[config.mk]
export PLATFORM = sky130hd
export DESIGN_NAME = qvr_round
export DESIGN_NICKNAME = d
export VERILOG_FILES = /design/src/rtl/qvr_pkg.sv /design/src/rtl/qvr_round.sv
export SDC_FILE = /design/constraint.sdc
export NUM_CORES = 1
export LEC_CHECK = 0
export BUFFER_PORTS_ARGS = -buffer_cell sky130_fd_sc_hd__buf_4
export CAP_MARGIN = 20
export CORE_ASPECT_RATIO = 0.6
export CORE_MARGIN = 2
export CORE_UTILIZATION = 35
export DETAILED_ROUTE_END_ITERATION = 7
export HOLD_SLACK_MARGIN = 0.02
export PLACE_DENSITY_LB_ADDON = 0.05
export RECOVER_POWER = 25
export REMOVE_ABC_BUFFERS = 1
export SETUP_SLACK_MARGIN = 0.05
export SYNTH_ARGS = -nofsm -noshare
export SYNTH_HDL_FRONTEND = slang
export SYNTH_SLANG_ARGS = --single-unit
export TNS_END_PERCENT = 100
[constraint.sdc]
create_clock -name clock -period 2.6 [get_ports clock]
set_clock_uncertainty 0.15 [all_clocks]
set_input_delay 0.13 -clock clock [delete_from_list [all_inputs] [get_ports clock]]
set_output_delay 0.13 -clock clock [all_outputs]
set_load 0.03 [all_outputs]
[src/rtl/qvr_pkg.sv]
`default_nettype none

package qvr_pkg;

   localparam int QUAT_WIDTH      = 16;
   localparam int CSR_INDEX_WIDTH = 4;
   localparam int ROUND_SHIFT     = 28;

   // Register indexes of the configuration port.
   localparam logic [CSR_INDEX_WIDTH-1:0] QUAT_X_INDEX = 4'd0;
   localparam logic [CSR_INDEX_WIDTH-1:0] QUAT_Y_INDEX = 4'd1;
   localparam logic [CSR_INDEX_WIDTH-1:0] QUAT_Z_INDEX = 4'd2;
   localparam logic [CSR_INDEX_WIDTH-1:0] QUAT_W_INDEX = 4'd3;

   localparam logic signed [QUAT_WIDTH-1:0] QUAT_W_RESET = 16'sd16384;

   typedef struct packed {
      logic signed [QUAT_WIDTH-1:0] x;
      logic signed [QUAT_WIDTH-1:0] y;
      logic signed [QUAT_WIDTH-1:0] z;
      logic signed [QUAT_WIDTH-1:0] w;
   } quat_type;

endpackage

`default_nettype wire

[src/rtl/qvr_round.sv]
`default_nettype none

// Drops the fraction bits of the biased sums and saturates to the output width.
module qvr_round import qvr_pkg::*; #(
   parameter int VEC_WIDTH = 16
) (
   input  wire logic                          clock,
   input  wire logic                          reset,
   input  wire logic                          in_valid,
   output logic                               in_ready,
   input  wire logic signed [VEC_WIDTH+35:0]  sum_x,
   input  wire logic signed [VEC_WIDTH+35:0]  sum_y,
   input  wire logic signed [VEC_WIDTH+35:0]  sum_z,
   output logic                               out_valid,
   input  wire logic                          out_ready,
   output logic signed [VEC_WIDTH-1:0]        rot_x,
   output logic signed [VEC_WIDTH-1:0]        rot_y,
   output logic signed [VEC_WIDTH-1:0]        rot_z,
   output logic                               clipped
);

   localparam int S = VEC_WIDTH + 36;
   localparam int H = S - ROUND_SHIFT;

   logic signed [H-1:0]         sh [3];
   logic signed [VEC_WIDTH-1:0] sat [3];
   logic [2:0]                  clip;
   logic signed [VEC_WIDTH-1:0] rx_ff, ry_ff, rz_ff;
   logic                        clip_ff, valid_ff, adv;

   assign sh[0] = sum_x[S-1:ROUND_SHIFT];
   assign sh[1] = sum_y[S-1:ROUND_SHIFT];
   assign sh[2] = sum_z[S-1:ROUND_SHIFT];

   // The value fits when every bit above the output sign bit copies the sign.
   always_comb begin
      for (int i = 0; i < 3; i++) begin
         if (!sh[i][H-1] && (|sh[i][H-2:VEC_WIDTH-1])) begin
            sat[i]  = {1'b0, {(VEC_WIDTH-1){1'b1}}};
            clip[i] = 1'b1;
         end else if (sh[i][H-1] && !(&sh[i][H-2:VEC_WIDTH-1])) begin
            sat[i]  = {1'b1, {(VEC_WIDTH-1){1'b0}}};
            clip[i] = 1'b1;
         end else begin
            sat[i]  = sh[i][VEC_WIDTH-1:0];
            clip[i] = 1'b0;
         end
      end
   end

   assign adv      = !valid_ff || out_ready;
   assign in_ready = adv;

   always_ff @(posedge clock) begin
      if (reset) begin
         valid_ff <= 1'b0;
      end else if (adv) begin
         valid_ff <= in_valid;
      end
   end

   always_ff @(posedge clock) begin
      if (adv) begin
         rx_ff   <= sat[0];
         ry_ff   <= sat[1];
         rz_ff   <= sat[2];
         clip_ff <= |clip;
      end
   end

   assign out_valid = valid_ff;
   assign rot_x     = rx_ff;
   assign rot_y     = ry_ff;
   assign rot_z     = rz_ff;
   assign clipped   = clip_ff;

endmodule

`default_nettype wire

==> metrics.md <==
| Metric | Value |
|---|---|
| CTS Buffer Depth | `2` |
| Vias per inst | `approximately 4.4` |
| Most common cell in the netlist | `edfxtp_1` |
| Dominant synthesized flop cell | `edfxtp_1` |
| RSZ-0062 raised after global routing | `false` |
| Die Area | `6460 sq um` |
| Gr usage total | `0.174` |
| #FFs+latches synth | `50` |
| Cells on worst reg2reg path | `4` |
| Router iterations before antenna repair | `4` |
| Iteration-0 DRC Markers | `54` |
| Die H | `approximately 63 microns` |
| Critical path type | `reg -> reg` |
| Max Cap Viol | `0` |
| Initial antenna violation count | `0` |
| IO Port Bufs | `between 100 and 150` |
| Post-synth top cells | `edfxtp_1, a21o_1, clkbuf_1, nand4_1, nor4_2` |
| Pwr Total | `1.84 mW` |
| Post-synthesis instance area | `2030 sq um` |
| First-pass GRT wire length | `8580 microns` |
| Cts bufs inserted | `5` |
| Drt drc | `0` |
| I/O pins | `~210` |
| Post-layout min period | `about 1900 ps` |
| Slew @ Worst Pin | `between 700 and 800 ps` |
| Core Box Area | `approximately 5600 sq um` |
| Cell variety after synth | `13` |
| Sequential area share after synthesis | `0.733` |
| Sink Count | `50` |
| Routed length on met2 | `2420 microns` |
| Clk slew on worst S/H paths | `about 90 ps` |
| H-tree depth | `2` |
| Post-Route M1 WL | `2530 microns` |
| Hold Path Class | `in -> reg` |
| Switching power | `approximately 500 uW` |
| Fin nets | `468` |
| EDFF count, synth | `49` |
| Highest Signal Layer | `met4` |
| Crit path DAT | `just under 2000 ps` |
| Total congestion overflow | `0` |
| Dpl ws | `around 600 ps` |
| Fin Setup TNS | `0 ps` |
| Startpoint Class | `register` |
| Slew Viols, Final | `0` |
| Routed WL per cell | `14.0 microns` |
| Synth-to-Final Area Change | `74.7%` |
| Power per Cell Area | `517 nW/um^2` |
| Largest area contributor in the netlist | `edfxtp_1` |
| CTS tree | `yes` |
| CP max FO | `29` |
| Largest net degree at the start of global routing | `30` |
| Post-synth ARST share | `0` |
| Starting Density | `0.364` |
| Die width | `102 microns` |
| Switching power share of the total | `0.274` |
| WL met3 | `approximately 470 microns` |
| FMAX | `515 MHz` |
| Slew margin rel. | `0.495` |
| Clock Power Share | `0.241` |
| Final period utilization | `0.747` |
| CTS root buffer | `clkbuf_8` |
| Post-cts resize count | `0` |
| Vias in the first global route | `roughly 1800` |
| Mapped Avg Cell Area | `~16 sq um` |
| Final cell count without fillers | `389` |
| Synthesized instance count | `about 130` |
| Hold path depth | `5` |
| Clock Latency Late Sink | `290 ps` |
| Final WS setup | `around 660 ps` |
| Post-placement cell count | `~330` |
| Post-CTS Setup Inserts | `0` |
| Routed wire length | `~5500 microns` |
| Int Pwr | `1.33 mW` |
| DRT antenna net count | `0` |
| # diodes | `0` |
| Crit end category | `register` |
| Maximum VDD drop | `0.263 mV` |
| Routability cong. | `between 0.7 and 0.8` |
| Yosys top cell area share | `0.723` |
| Hold Buf Count CTS | `50` |
| Share of cells above drive strength 1 | `0.350` |
| Critical Path RT | `2640 ps` |
| Core Rows | `21` |
| Leakage | `1.54 nW` |
| Status | `complete, no violations` |
| Vias | `between 1500 and 2000` |
| Logic pwr share | `0.232` |
| Warnings, synthesis | `0` |
| Final hold viol count | `0` |
| Setup violators final | `0` |
| Most area-consuming cells after synthesis | `edfxtp_1, a21o_1, nor4_2` |
| Flop pwr share | `0.527` |
worst max-delay path, stage by stage, from the launching register on:
cell	delay, ps
dfxtp_1	330
nand2b_2	440
buf_12	280
a21oi_1	80
dlygate4sd3_1	540
routing by layer:
metal	global-route usage	vias to the layer above
met3	0.0633	5
met1	0.233	780
met2	0.266	72
met5	0	-
met4	0.0500	0
li1	-	862
metrics by stage:
stage | hold WS (ps) | utilization | instance area, sq um
6_report | 251 | 0.635 | 3550
5_1_grt | 268 | 0.635 | 3550
4_1_cts | 251 | 0.660 | 3690
3_5_place_dp | 137 | 0.555 | 3110
3_3_place_gp | 134 | 0.555 | 3110
2_1_floorplan | 49.1 | - | 2000
state kept, by name (all words and copies together) (netlist names):
| name | cells |
|---|---|
| rot_x | 16 |
| out_valid | 1 |
| rot_z | 16 |
| rot_y | 16 |
| clipped | 1 |
path summary, 6_finish.rpt:
check                                       startpoint                endpoint  slack [ps]
worst min-delay path                         sum_y[44]       clipped$_DFFE_PP_         250
worst max register to register  out_valid$_SDFFE_PP0P_  out_valid$_SDFFE_PP0P_         660
worst max-delay path            out_valid$_SDFFE_PP0P_  out_valid$_SDFFE_PP0P_         660
worst min register to register  out_valid$_SDFFE_PP0P_  rot_y[9]$_SDFFCE_PP1P_         850
final cells by class:
type	count	area (sq um)
clock inverter	3	16.3
tap	80	100
timing repair buffer	182	1370
inverter	1	3.75
fill	458	2040
sequential	50	1490
clock buffer	5	68.8
multi-input combinational	68	508
power by group through the flow:
stage | Clock, mW | Sequential, mW | Combinational [mW]
detailed placement | 0 | 0.988 | 0.400
finish | 0.442 | 0.968 | 0.426
global route | 0.495 | 0.975 | 0.456
global placement | 0 | 0.986 | 0.398
floorplan | 0 | 1.11 | 0.0678
CTS | 0.457 | 0.969 | 0.462
cells by family after synthesis:
logic type	synth area share
AOI/OAI and AO/OA	0.185
and+or+nand+nor	0.0633
DFF	0.733
buffers and inverters	0.0184
cells in the final DEF (no fill, tap or decap):
cell	count
nor4_1	2
edfxtp_1	49
clkinv_1	1
a21o_1	45
o21ai_1	3
nand4_1	6
buf_12	1
a21oi_1	3
clkinvlp_4	1
a21oi_2	1
nand2b_2	1
dlygate4sd3_1	50
buf_4	94
dfxtp_1	1
clkbuf_1	37
clkinv_2	1
nor4_2	4
or4b_1	1
nand2b_1	2
clkbuf_8	5
inv_1	1
(Power assumes the default switching activity.)
